<file path="src/hw/rtl/bnva_pkg.sv">
// shared types, widths and the reciprocal square root function of the vote accumulator
`timescale 1ns / 1ps
`default_nettype none
package bnva_pkg;

  localparam int DEF_NUM_IMAGES   = 4096;
  localparam int DEF_MAX_RUN      = 64;
  localparam int DEF_FEATURE_BITS = 24;

  localparam int FEAT_W   = 24;
  localparam int IMAGE_W  = 13;
  localparam int WEIGHT_W = 24;
  localparam int SCORE_W  = 40;
  localparam int SUM_W    = 31;
  localparam int ROM_W    = 16;
  localparam int AMOUNT_W = 32;
  localparam int PROD_W   = SUM_W + ROM_W;
  localparam int IMG_CMP_W = 21;

  localparam int QUEUE_DEPTH = 4;

  localparam logic KIND_VOTE = 1'b0;
  localparam logic KIND_READ = 1'b1;

  localparam logic STATUS_OK    = 1'b0;
  localparam logic STATUS_RANGE = 1'b1;

  // one table operation handed from the front to the back
  typedef struct packed {
    logic                do_add;
    logic                do_read;
    logic                has_result;
    logic                status;
    logic [IMAGE_W-1:0]  index;
    logic [AMOUNT_W-1:0] amount;
  } op_t;

  // 65536 / sqrt(len), rounded half up, capped at 65535
  function automatic logic [ROM_W-1:0] rsqrt_entry(input int len);
    longint unsigned lo;
    longint unsigned hi;
    longint unsigned mid;
    longint unsigned full;
    longint unsigned l;
    lo   = 0;
    hi   = 65536;
    full = 64'd1 << 32;
    l    = longint'(len);
    for (int i = 0; i < 18; i++) begin
      if (lo < hi) begin
        mid = (lo + hi + 1) >> 1;
        if (mid * mid * l <= full) begin
          lo = mid;
        end else begin
          hi = mid - 1;
        end
      end
    end
    if ((2 * lo + 1) * (2 * lo + 1) * l <= (full << 2)) begin
      lo = lo + 1;
    end
    if (lo > 65535) begin
      lo = 65535;
    end
    return lo[ROM_W-1:0];
  endfunction

endpackage
`default_nettype wire

</file>
<file path="src/hw/rtl/bnva_queue.sv">
// short op queue between the front and the back
`timescale 1ns / 1ps
`default_nettype none
module bnva_queue
  import bnva_pkg::*;
(
  input  wire logic clk,
  input  wire logic rst,
  input  wire logic q_push,
  input  wire op_t  q_din,
  output logic      q_full,
  input  wire logic q_pop,
  output op_t       q_dout,
  output logic      q_empty
);

  localparam int PTR_W = $clog2(QUEUE_DEPTH);
  localparam int CNT_W = $clog2(QUEUE_DEPTH + 1);

  op_t              slots [QUEUE_DEPTH];
  logic [PTR_W-1:0] wr_ptr;
  logic [PTR_W-1:0] rd_ptr;
  logic [CNT_W-1:0] count;

  assign q_full  = (count == CNT_W'(QUEUE_DEPTH));
  assign q_empty = (count == '0);
  assign q_dout  = slots[rd_ptr];

  always_ff @(posedge clk) begin
    if (q_push) begin
      slots[wr_ptr] <= q_din;
    end
  end

  always_ff @(posedge clk) begin
    if (rst) begin
      wr_ptr <= '0;
      rd_ptr <= '0;
      count  <= '0;
    end else begin
      if (q_push) begin
        wr_ptr <= wr_ptr + PTR_W'(1);
      end
      if (q_pop) begin
        rd_ptr <= rd_ptr + PTR_W'(1);
      end
      if (q_push && !q_pop) begin
        count <= count + CNT_W'(1);
      end else if (!q_push && q_pop) begin
        count <= count - CNT_W'(1);
      end
    end
  end

`ifndef ASSERT_OFF
  a_no_overflow: assert property (@(posedge clk) disable iff (rst) q_push |-> !q_full)
    else $error("op pushed into a full queue");
  a_no_underflow: assert property (@(posedge clk) disable iff (rst) q_pop |-> !q_empty)
    else $error("op popped from an empty queue");
`endif

endmodule
`default_nettype wire

</file>
<file path="config.mk">
export PLATFORM = sky130hd
export DESIGN_NAME = bnva_queue
export DESIGN_NICKNAME = d
export VERILOG_FILES = /design/src/hw/rtl/bnva_pkg.sv /design/src/hw/rtl/bnva_queue.sv
export SDC_FILE = /design/constraint.sdc
export NUM_CORES = 1
export LEC_CHECK = 0
export BUFFER_PORTS_ARGS = -buffer_cell sky130_fd_sc_hd__buf_2
export CORE_UTILIZATION = 57
export CTS_CLUSTER_DIAMETER = 100
export CTS_CLUSTER_SIZE = 10
export DETAILED_ROUTE_END_ITERATION = 16
export HOLD_SLACK_MARGIN = 0.02
export PLACE_DENSITY = 0.77
export SKIP_LAST_GASP = 1
export SYNTH_ARGS = -nofsm -noshare
export SYNTH_HDL_FRONTEND = slang
export SYNTH_SLANG_ARGS = --single-unit
</file>
<file path="constraint.sdc">
create_clock -name clk -period 2.9 [get_ports clk]
set_input_delay 0.58 -clock clk [delete_from_list [all_inputs] [get_ports clk]]
set_output_delay 0.58 -clock clk [all_outputs]
set_load 0.05 [all_outputs]
</file>
==> run metrics <==
worst-path maximum fanout=23; Worst path max stage delay=580 ps; compound-gate portion of the synthesized area=less than 1%; Tcrit/Tclk final=91.4%; normalized max-slew margin=a little over three fifths; clk slew on worst S/H paths=~50 ps; post-route setup slack=between 200 and 300 ps; Max H-tree Level=1; worst-margin pin slew=between 500 and 600 ps; fraction of layout cells with a size suffix above 1=43.8%; Yosys cell types=24; Hold Crit Class=in -> reg; Crit. End Element=primary output; HPWL Detailed=just under 8 mm; Max Clock Freq=between 300 and 400 MHz; setup tns final=0 ps; post-synthesis mux area share=about 15%; Post-Synth Simple-Gate Area=less than 1%; antenna violations before repair=2; xor/xnor cell area share of the yosys netlist=less than 1%; largest net degree at the start of global routing=30; Post-Synth Adder-Cell Area=under 10%; mapped cell area=~7500 sq um; I/O Buffers=slightly above 100; worst path required time=roughly 2300 ps; fin nets=approximately 500; LEAKAGE=between 0.003 and 0.004 uW; core area=between 10,000 and 15,000 sq um; RePlAce Congestion=between 0.7 and 0.8; Initial Utilization=roughly three fifths; sequential share of the synthesized area=between 80% and 90%; Clock Tree Root=clkbuf_16; Total Power=7060 uW; DRT Pass-1 Iters=5; unrepaired setup endpoints after global routing=false; vias=approximately 3,400; Arr. time, crit path=2070 ps; status=finished, final reports clean; Overflow after GRT=0; Final Max Tran Viols=0; CTS max path bufs=3; CTS sink count=between 200 and 250; P&R area growth vs syn=20.1%; Hold WS=between 300 and 400 ps; Yosys Warn Count=0; Synth Register Bits=approximately 210; die height=117 um; Slowest cell on crit path=mux4_1; DR iter-0 viols=220; final wirelength=around 12 mm; CTS Buf Count=24; post-CTS sizing=0; Die Width=~120 um; CTS tree=done; PD cells=781 nW/um^2; first-pass GRT wire length=about 19 mm; Total Die Area=13,700 sq um; GRT Resource Usage Total=a little under a fifth; Ports=about 100; crit path launch type=register; Layout fillers=817; syn nets=between 300 and 400; clk_lat worst skew=around 490 ps; Setup Fix Bufs, Post-CTS=0; fin crit period=2650 ps; Mapped Avg Cell Area=approximately 25 sq um; row cnt=between 40 and 50; vias per cell=5.49; drt drc=0; critical path, cell by cell=buf_12, mux4_1, buf_2; Peak supply drop=approximately 0.57 mV; main combinational cell family by area after synthesis=multiplexers; clock skew=slightly above 5 ps; wire per inst=around 20 um; Worst Setup Path Type=reg -> out; vias in the first global route=between 3,000 and 4,000; Mapped Cells=300; ANT nets after route=0; Placement Setup Slack=723 ps; max-cap viol count=0; Final Hold Vio Count=0; final setup vio count=0; Hold-fix buffers, CTS=0
logic make-up (layout without fill, tap and decap cells):
group | Yosys count | count (layout)
other cells | 0 | 2
flops | 205 | 205
compound gates | 2 | 2
mux | 51 | 51
buf+inv | 16 | 166
simple gates | 15 | 15
fa+ha+maj | 6 | 6
xor+xnor | 5 | 5
area by class of cell:
type	instances	area (sq um)	share of cell area, %
sequential	205	6070	67.2
multi-input combinational	79	1350	14.9
clock buffer	43	693	7.68
timing repair buffer	118	678	7.51
tap	172	215	2.38
inverter	4	15.0	0.166
clock inverter	1	7.51	0.0831
antenna	2	5.00	0.0554
flip-flops by register name (all words and copies together), names as in the netlist, named ones only:
name	flops
slots	196
wr_ptr	2
count	3
rd_ptr	2
power breakdown:
group / leakage (uW) / internal [uW] / switching, uW / total [uW]
logic: 0.000899 / 306 / 656 / 962
clock network: 0.000329 / 1600 / 1040 / 2640
registers: 0.00188 / 3400 / 56.9 / 3460
final timing paths:
check	startpoint	to	slack, ps	cells past startpoint
setup / recovery	register	q_dout[46]	250	3
hold / removal	q_din[48]	slots[0][48]$_DFFE_PP_	310	1
setup reg to reg	wr_ptr[0]$_SDFFE_PP0P_	slots[0][1]$_DFFE_PP_	1100	4
hold reg to reg	count[2]$_SDFFE_PP0P_	count[2]$_SDFFE_PP0P_	510	2
worst max-delay path: cells and delay by family (launching register included):
| kind | cells | cell delay, ps |
|---|---|---|
| multiplexers | 1 | 580 |
| flip-flops | 1 | 510 |
| buffers and inverters | 2 | 480 |
cells in the mapped netlist:
library cell | count | area [sq um]
buf_12 | 2 | 40.0
xnor2_1 | 2 | 17.5
dfxtp_1 | 9 | 180
o21ai_0 | 1 | 5.00
or3_1 | 1 | 6.26
clkbuf_1 | 1 | 3.75
nor3b_1 | 1 | 7.51
mux4_1 | 2 | 52.6
fa_1 | 1 | 20.0
ha_1 | 5 | 62.6
buf_2 | 2 | 10.0
xor2_1 | 3 | 26.3
buf_4 | 3 | 22.5
nor2_1 | 7 | 26.3
buf_6 | 1 | 11.3
nand2_1 | 1 | 3.75
a21oi_1 | 1 | 5.00
edfxtp_1 | 196 | 5890
buf_1 | 3 | 11.3
mux4_2 | 47 | 1060
mux2i_1 | 2 | 20.0
and2_1 | 4 | 25.0
nor3_1 | 1 | 5.00
inv_1 | 4 | 15.0
stage by stage:
| step | cells | utilization (%) | area [sq um] |
|---|---|---|---|
| floorplan | 300 | - | 7520 |
| global placement | 578 | 65.4 | 8330 |
| detailed placement | 578 | 65.4 | 8330 |
| CTS | 622 | 70.9 | 9030 |
| global route | 623 | 71.0 | 9030 |
| finish | 624 | 71.0 | 9030 |
cell usage in the layout, fill, tap and decap left out, drive strengths merged:
cell type	count
a21oi	1
and2	4
buf	118
clkbuf	43
clkinvlp	1
dfxtp	9
diode	2
edfxtp	196
fa	1
ha	5
inv	4
mux2i	2
mux4	49
nand2	1
nor2	7
nor3	1
nor3b	1
o21ai	1
or3	1
xnor2	2
xor2	3
per-layer routing:
layer,part of all wire (%),global-route usage [%],vias up
met4,1.1,4.73,0
met3,7.2,4.99,15
met2,48,30.9,101
met5,0,0,-
li1,-,-,1531
met1,43,26.3,1777
Note: power is estimated with default switching activity, not from simulation.
