### src/hw/rtl/bnva_pkg.sv
// shared types, widths and the reciprocal square root function of the vote accumulator
`timescale 1ns / 1ps
`default_nettype none
package bnva_pkg;

  localparam int DEF_NUM_IMAGES   = 4096;
  localparam int DEF_MAX_RUN      = 64;
  localparam int DEF_FEATURE_BITS = 24;

  localparam int FEAT_W   = 24;
  localparam int IMAGE_W  = 13;
  localparam int WEIGHT_W = 24;
  localparam int SCORE_W  = 40;
  localparam int SUM_W    = 31;
  localparam int ROM_W    = 16;
  localparam int AMOUNT_W = 32;
  localparam int PROD_W   = SUM_W + ROM_W;
  localparam int IMG_CMP_W = 21;

  localparam int QUEUE_DEPTH = 4;

  localparam logic KIND_VOTE = 1'b0;
  localparam logic KIND_READ = 1'b1;

  localparam logic STATUS_OK    = 1'b0;
  localparam logic STATUS_RANGE = 1'b1;

  // one table operation handed from the front to the back
  typedef struct packed {
    logic                do_add;
    logic                do_read;
    logic                has_result;
    logic                status;
    logic [IMAGE_W-1:0]  index;
    logic [AMOUNT_W-1:0] amount;
  } op_t;

  // 65536 / sqrt(len), rounded half up, capped at 65535
  function automatic logic [ROM_W-1:0] rsqrt_entry(input int len);
    longint unsigned lo;
    longint unsigned hi;
    longint unsigned mid;
    longint unsigned full;
    longint unsigned l;
    lo   = 0;
    hi   = 65536;
    full = 64'd1 << 32;
    l    = longint'(len);
    for (int i = 0; i < 18; i++) begin
      if (lo < hi) begin
        mid = (lo + hi + 1) >> 1;
        if (mid * mid * l <= full) begin
          lo = mid;
        end else begin
          hi = mid - 1;
        end
      end
    end
    if ((2 * lo + 1) * (2 * lo + 1) * l <= (full << 2)) begin
      lo = lo + 1;
    end
    if (lo > 65535) begin
      lo = 65535;
    end
    return lo[ROM_W-1:0];
  endfunction

endpackage
`default_nettype wire

### src/hw/rtl/bnva_front.sv
// front: takes items, tracks the open run and issues table ops in order
`timescale 1ns / 1ps
`default_nettype none
module bnva_front
  import bnva_pkg::*;
#(
  parameter int NUM_IMAGES   = DEF_NUM_IMAGES,
  parameter int MAX_RUN      = DEF_MAX_RUN,
  parameter int FEATURE_BITS = DEF_FEATURE_BITS
) (
  input  wire logic                clk,
  input  wire logic                rst,
  input  wire logic                push,
  output logic                     full,
  input  wire logic                kind,
  input  wire logic [FEAT_W-1:0]   feature_id,
  input  wire logic [IMAGE_W-1:0]  image_id,
  input  wire logic [WEIGHT_W-1:0] weight,
  input  wire logic                last_vote,
  input  wire logic                cfg_valid,
  output logic                     cfg_ready,
  input  wire logic                cfg_data,
  input  wire logic                clearing,
  output logic                     q_push,
  output op_t                      q_din,
  input  wire logic                q_full
);

  localparam int FB     = (FEATURE_BITS < FEAT_W) ? FEATURE_BITS : FEAT_W;
  localparam int RUN_W  = $clog2(MAX_RUN + 1);
  localparam int ROMI_W = $clog2(MAX_RUN);
  localparam logic [IMG_CMP_W-1:0] IMG_LIMIT = IMG_CMP_W'(NUM_IMAGES);
  localparam logic [SUM_W-1:0] SUM_MAX = '1;

  localparam logic [2:0] F_IDLE   = 3'd0;
  localparam logic [2:0] F_DECIDE = 3'd1;
  localparam logic [2:0] F_ROM    = 3'd2;
  localparam logic [2:0] F_MUL    = 3'd3;
  localparam logic [2:0] F_PUSHC  = 3'd4;
  localparam logic [2:0] F_UPDATE = 3'd5;
  localparam logic [2:0] F_RESULT = 3'd6;

  logic [ROM_W-1:0] rom [MAX_RUN];
  for (genvar g = 0; g < MAX_RUN; g++) begin : g_rom
    assign rom[g] = rsqrt_entry(g + 1);
  end

  logic [2:0]          state;
  logic                ret_update;
  logic                burst_enable;

  logic                it_kind;
  logic [FB-1:0]       it_feat;
  logic [IMAGE_W-1:0]  it_image;
  logic [WEIGHT_W-1:0] it_weight;
  logic                it_last;
  logic                it_valid;

  logic                run_open;
  logic [IMAGE_W-1:0]  run_image;
  logic [FB-1:0]       run_feature;
  logic [SUM_W-1:0]    run_sum;
  logic [RUN_W-1:0]    run_length;

  logic [ROM_W-1:0]    rom_q;
  logic [PROD_W-1:0]   prod;

  logic                in_valid;
  logic                close_first;
  logic                burst_vote;
  logic [RUN_W-1:0]    rom_idx_full;
  logic [PROD_W:0]     rounded;
  logic [AMOUNT_W-1:0] contrib;
  logic [SUM_W:0]      sum_ext;

  assign cfg_ready = 1'b1;
  assign full      = (state != F_IDLE) || clearing;

  assign in_valid = (image_id != '0) && ({{(IMG_CMP_W-IMAGE_W){1'b0}}, image_id} <= IMG_LIMIT);
  assign burst_vote = (it_kind == KIND_VOTE) && it_valid && burst_enable;

  always_comb begin
    close_first = 1'b0;
    if (it_kind == KIND_READ) begin
      close_first = it_valid && run_open;
    end else if (!it_valid) begin
      close_first = it_last && run_open;
    end else if (!burst_enable) begin
      close_first = run_open;
    end else begin
      close_first = run_open && ((run_feature != it_feat) || (run_image != it_image));
    end
  end

  assign rom_idx_full = run_length - RUN_W'(1);
  assign rounded      = {1'b0, prod} + (PROD_W+1)'(32768);
  // single votes pass their weight through unscaled
  assign contrib = (run_length <= RUN_W'(1)) ? AMOUNT_W'(run_sum)
                                             : rounded[PROD_W:ROM_W];
  assign sum_ext = {1'b0, run_sum} + (SUM_W+1)'(it_weight);

  always_comb begin
    q_push = 1'b0;
    q_din  = '0;
    if (state == F_PUSHC) begin
      q_push        = !q_full;
      q_din.do_add  = 1'b1;
      q_din.index   = run_image - IMAGE_W'(1);
      q_din.amount  = contrib;
    end else if (state == F_RESULT) begin
      q_push           = !q_full;
      q_din.has_result = 1'b1;
      q_din.status     = it_valid ? STATUS_OK : STATUS_RANGE;
      q_din.index      = it_image - IMAGE_W'(1);
      q_din.amount     = AMOUNT_W'(it_weight);
      if (it_valid) begin
        q_din.do_read = (it_kind == KIND_READ);
        q_din.do_add  = (it_kind == KIND_VOTE) && !burst_enable;
      end
    end
  end

  always_ff @(posedge clk) begin
    if (push && !full) begin
      it_kind   <= kind;
      it_feat   <= feature_id[FB-1:0];
      it_image  <= image_id;
      it_weight <= weight;
      it_last   <= last_vote;
      it_valid  <= in_valid;
    end
    if (state == F_ROM) begin
      rom_q <= rom[rom_idx_full[ROMI_W-1:0]];
    end
    if (state == F_MUL) begin
      prod <= run_sum * rom_q;
    end
  end

  always_ff @(posedge clk) begin
    if (rst) begin
      state        <= F_IDLE;
      ret_update   <= 1'b0;
      burst_enable <= 1'b1;
      run_open     <= 1'b0;
      run_image    <= '0;
      run_feature  <= '0;
      run_sum      <= '0;
      run_length   <= '0;
    end else begin
      if (cfg_valid && cfg_ready) begin
        burst_enable <= cfg_data;
      end
      unique case (state)
        F_IDLE: begin
          if (push && !full) begin
            state <= F_DECIDE;
          end
        end
        F_DECIDE: begin
          ret_update <= 1'b1;
          state      <= close_first ? F_ROM : F_UPDATE;
        end
        F_ROM: begin
          state <= F_MUL;
        end
        F_MUL: begin
          state <= F_PUSHC;
        end
        F_PUSHC: begin
          if (!q_full) begin
            run_open    <= 1'b0;
            run_image   <= '0;
            run_feature <= '0;
            run_sum     <= '0;
            run_length  <= '0;
            state       <= ret_update ? F_UPDATE : F_RESULT;
          end
        end
        F_UPDATE: begin
          if (burst_vote) begin
            if (run_open) begin
              run_sum <= sum_ext[SUM_W] ? SUM_MAX : sum_ext[SUM_W-1:0];
              if (run_length < RUN_W'(MAX_RUN)) begin
                run_length <= run_length + RUN_W'(1);
              end
            end else begin
              run_open    <= 1'b1;
              run_image   <= it_image;
              run_feature <= it_feat;
              run_sum     <= SUM_W'(it_weight);
              run_length  <= RUN_W'(1);
            end
          end
          // the last vote of a list closes the run it just joined
          if (burst_vote && it_last) begin
            ret_update <= 1'b0;
            state      <= F_ROM;
          end else begin
            state <= F_RESULT;
          end
        end
        F_RESULT: begin
          if (!q_full) begin
            state <= F_IDLE;
          end
        end
        default: begin
          state <= F_IDLE;
        end
      endcase
    end
  end

endmodule
`default_nettype wire

### config.mk
export PLATFORM = sky130hd
export DESIGN_NAME = bnva_front
export DESIGN_NICKNAME = d
export VERILOG_FILES = /design/src/hw/rtl/bnva_pkg.sv /design/src/hw/rtl/bnva_front.sv
export SDC_FILE = /design/constraint.sdc
export NUM_CORES = 2
export LEC_CHECK = 0
export ABC_AREA = 1
export BUFFER_PORTS_ARGS = -buffer_cell sky130_fd_sc_hd__clkbuf_2
export CAP_MARGIN = 40
export CORE_AREA = 2 2 225 227
export DETAILED_ROUTE_END_ITERATION = 16
export DIE_AREA = 0 0 227 229
export PLACE_DENSITY = 0.77
export SYNTH_ARGS = -nofsm -noshare
export SYNTH_HDL_FRONTEND = slang
export SYNTH_SLANG_ARGS = --single-unit
### constraint.sdc
create_clock -name clk -period 6.7 [get_ports clk]
set_input_delay 1.34 -clock clk [delete_from_list [all_inputs] [get_ports clk]]
set_output_delay 1.34 -clock clk [all_outputs]
set_load 0.005 [all_outputs]
==> flow_metrics.py <==
metrics = {
    "run_status": {
        "status": "complete, no violations",
    },
    "floorplan": {
        "initial_core_util": 0.591,
        "die_h_microns": 229,
        "rows": 82,
        "die_w_microns": 227,
        "dieArea_sq_um": 52000,
        "core_sq_um": 49700,
        "ios": 122,
    },
    "critical_path": {
        "cp_common_cell": "fa_1",
        "cp-end-kind": "flop",
        "critPathMaxFanout": 21,
        "start_kind": "flop",
        "slowest_stage": "edfxtp_1",
        "crit_chain": "buf_4, nand2_1, inv_1, fa_1, inv_1, fa_1, fa_1, fa_1, inv_1, fa_1, inv_1, fa_1, inv_1, ha_1, a21oi_1, o21ai_0, a21oi_1, o21ai_0, a21o_1, nand2_1, nand2_1, nand2_1, nand2_1",
        "rrSetupSlack_ns": 0.33,
        "cp.required_ns": 6.92,
        "slowest_delay_ns": 0.90,
        "worstSetupPathType": "reg -> reg",
        "critPathArrivalTime_ns": 6.59,
    },
    "yosys": {
        "yosysSeqAreaShare": 0.170,
        "synth.ff_latch_count": 193,
        "ys_warn_count": 0,
        "synthCells": 4069,
        "synth_area_sq_um": 29400,
        "yosys_most_used_dff": "edfxtp_1",
        "async_flop_share": 0,
        "syn-num-nets": 4696,
        "synth-edff-count": 112,
        "synth_cell_types": 63,
        "avgSynthCellArea_sq_um": 7.22,
    },
    "placed_design": {
        "gp_routability_congestion": 0.996,
        "port_buffers": 120,
        "dp.cells": 4783,
        "dp_hpwl_microns": 71700,
        "pre_cts_ws_ns": 0.452,
    },
    "pwr": {
        "powerDensity_nw_per_um2": 128,
        "total_power_mw": 4.03,
        "power_leakage_nw": 16.7,
        "max-vdd-ir-drop_mv": 0.182,
    },
    "clock_tree": {
        "post-cts-setup-buffer-count": 0,
        "insertion_delay_ns": 0.48,
        "path_clk_slew_ns": 0.10,
        "h-tree-depth": 4,
        "cts_hold_buf": 0,
        "cts_resized": 0,
        "clk_path_buf_depth": 2,
        "clock-root-buffer": "clkbuf_16",
        "cts_buffers": 17,
        "cts.sinks": 193,
        "cts_tree": "built",
    },
    "timing": {
        "relSlewSlack": 0.392,
        "rsz0062_at_grt": "no",
        "setup-tns-final_ns": 0,
        "fin_worst_skew_ns": 0.0197,
        "hold_ws_ns": 0.483,
        "final.setup.worst_slack_ns": 0.334,
        "setup_violations": 0,
        "hold_violations": 0,
        "drv_slew": 0,
        "period_minus_slack_ns": 6.37,
        "worst_pin_slew_ns": 0.912,
        "fmax_mhz": 157,
        "fin_crit_sh": 0.950,
    },
    "cells_and_area": {
        "layout-drive-gt1-share": 0.0717,
        "multi_input_area_sq_um": 19900,
        "fillers": 4592,
        "syn2layout_area_growth_pct": 7.23,
        "regArea_sq_um": 4980,
        "layoutNonFillerInstCount": 4816,
        "finalNetCount": 4757,
    },
    "routing": {
        "wl_microns": 88600,
        "wl_per_cell_microns": 18.4,
        "drt-pass1-iter-count": 8,
        "postRouteAntennaNets": 0,
        "vias_per_cell": 5.49,
        "vias": 26500,
        "drc": 0,
        "drt_iter0_drc": 2414,
    },
    "worst_hold_path": {
        "hp-class": "reg -> reg",
    },
    "global_routing": {
        "grt-ovfl-total": 0,
        "antenna_found_initial": 2,
        "grt_max_degree": 65,
        "grt_pass1_wl_microns": 140000,
        "grt_pass1_vias": 26100,
        "grtUsageTotal": 0.349,
    },
    "job": {
        "drv_cap": 0,
    },
}
## worst paths after layout
| path | end | cells past startpoint | start |
|---|---|---|---|
| max | prod[32] | 23 | rom_q[4] |
| min | run_sum[20] | 2 | run_sum[20] |
| max reg2reg | prod[32] | 23 | rom_q[4] |
| min reg2reg | run_sum[20] | 2 | run_sum[20] |
## state kept, by name, summed over array words and instances (netlist names), 3 cells and up
signal / count
prod: 32
run_sum: 31
it_feat: 24
it_weight: 24
run_feature: 24
rom_q: 16
it_image: 13
run_image: 13
run_length: 7
state: 3
## critical path: cells and delay by family, from the launching register on
kind            cells  cell delay, ns
buf+inv             6            0.63
simple gates        5            0.35
compound gates      5            1.07
fa+ha+maj           7            3.15
flops               1            0.90
## cell usage in the layout, fill, tap and decap left out, types with 7 or more instances in the layout
| master | Yosys | final |
|---|---|---|
| o21ai_2 | 9 | 9 |
| nand2_1 | 1097 | 1097 |
| buf_4 | 4 | 80 |
| or2_2 | 9 | 9 |
| inv_1 | 973 | 973 |
| o22ai_1 | 47 | 47 |
| edfxtp_1 | 112 | 112 |
| dfxtp_1 | 81 | 81 |
| fa_1 | 404 | 404 |
| o21a_1 | 7 | 7 |
| a21oi_1 | 164 | 164 |
| clkbuf_16 | 0 | 17 |
| o211ai_1 | 15 | 15 |
| o21bai_1 | 7 | 7 |
| o21ai_0 | 150 | 150 |
| inv_12 | 0 | 7 |
| nor2_1 | 261 | 260 |
| nand3_1 | 150 | 150 |
| xor2_1 | 55 | 55 |
| clkbuf_2 | 1 | 120 |
| nor3_1 | 42 | 41 |
| ha_1 | 153 | 153 |
| xnor2_1 | 18 | 18 |
| nand4_1 | 39 | 39 |
| inv_2 | 10 | 10 |
| o21ai_1 | 7 | 7 |
| nor4_1 | 9 | 9 |
## cell families after synthesis
family,synth area share
AND/OR/NAND/NOR,0.228
buffers and inverters,0.152
adder cells (fa/ha/maj),0.341
AO/OA/AOI/OAI,0.0871
flip-flops,0.170
XOR/XNOR,0.0227
other,0.000128
## layout make-up
type / count / area share
inverter: 987 / 0.118
clock buffer: 17 / 0.0135
multi-input combinational: 2724 / 0.633
sequential: 193 / 0.158
clock inverter: 15 / 0.00751
timing repair buffer: 207 / 0.0428
antenna: 1 / 0.0000795
tap: 672 / 0.0267
## through the flow
stage	util	instance area [sq um]
4_1_cts	0.634	31500
3_5_place_dp	0.621	30800
2_1_floorplan	-	29400
5_1_grt	0.634	31500
3_3_place_gp	0.620	30800
6_report	0.634	31500
## power breakdown
group / total (mW) / leakage, nW / internal (mW) / switching, mW
sequential: 1.49 / 1.69 / 1.38 / 0.106
combinational: 1.39 / 14.7 / 0.402 / 0.992
clock: 1.15 / 0.317 / 0.538 / 0.612
total: 4.03 / 16.7 / 2.32 / 1.71
## layer usage
metal  GRT usage  wire length [microns]  vias up
met5           0                     12        -
met3      0.0522                   7270      188
met1       0.469                  36000    12700
met4       0.148                   3910        2
li1            -                      -    12400
met2       0.564                  41400     1171
## Yosys cell counts (all sizes together), types with 3 or more instances
cell type / instances / area, sq um
fa: 404 / 8090
clkbuf: 122 / 459
o2111ai: 3 / 26.3
a211oi: 5 / 37.5
a21o: 5 / 37.5
ha: 153 / 1910
o22ai: 47 / 294
nor2: 269 / 1040
a32o: 3 / 30.0
or2: 10 / 62.6
a21oi: 165 / 830
nor3: 44 / 243
a21boi: 4 / 30.0
buf: 40 / 255
o31ai: 3 / 22.5
nand3b: 4 / 30.0
a31oi: 6 / 37.5
o32ai: 3 / 26.3
o21ai: 166 / 865
nand2: 1106 / 4190
edfxtp: 112 / 3360
o21a: 7 / 52.6
and3: 3 / 18.8
a22oi: 4 / 35.0
o21bai: 7 / 52.6
nand3: 153 / 781
clkinv: 4 / 22.5
nor4: 9 / 56.3
inv: 983 / 3690
xor2: 56 / 509
o211ai: 15 / 113
xnor2: 18 / 158
nand4: 39 / 244
dfxtp: 81 / 1620
(Power assumes the default switching activity.)
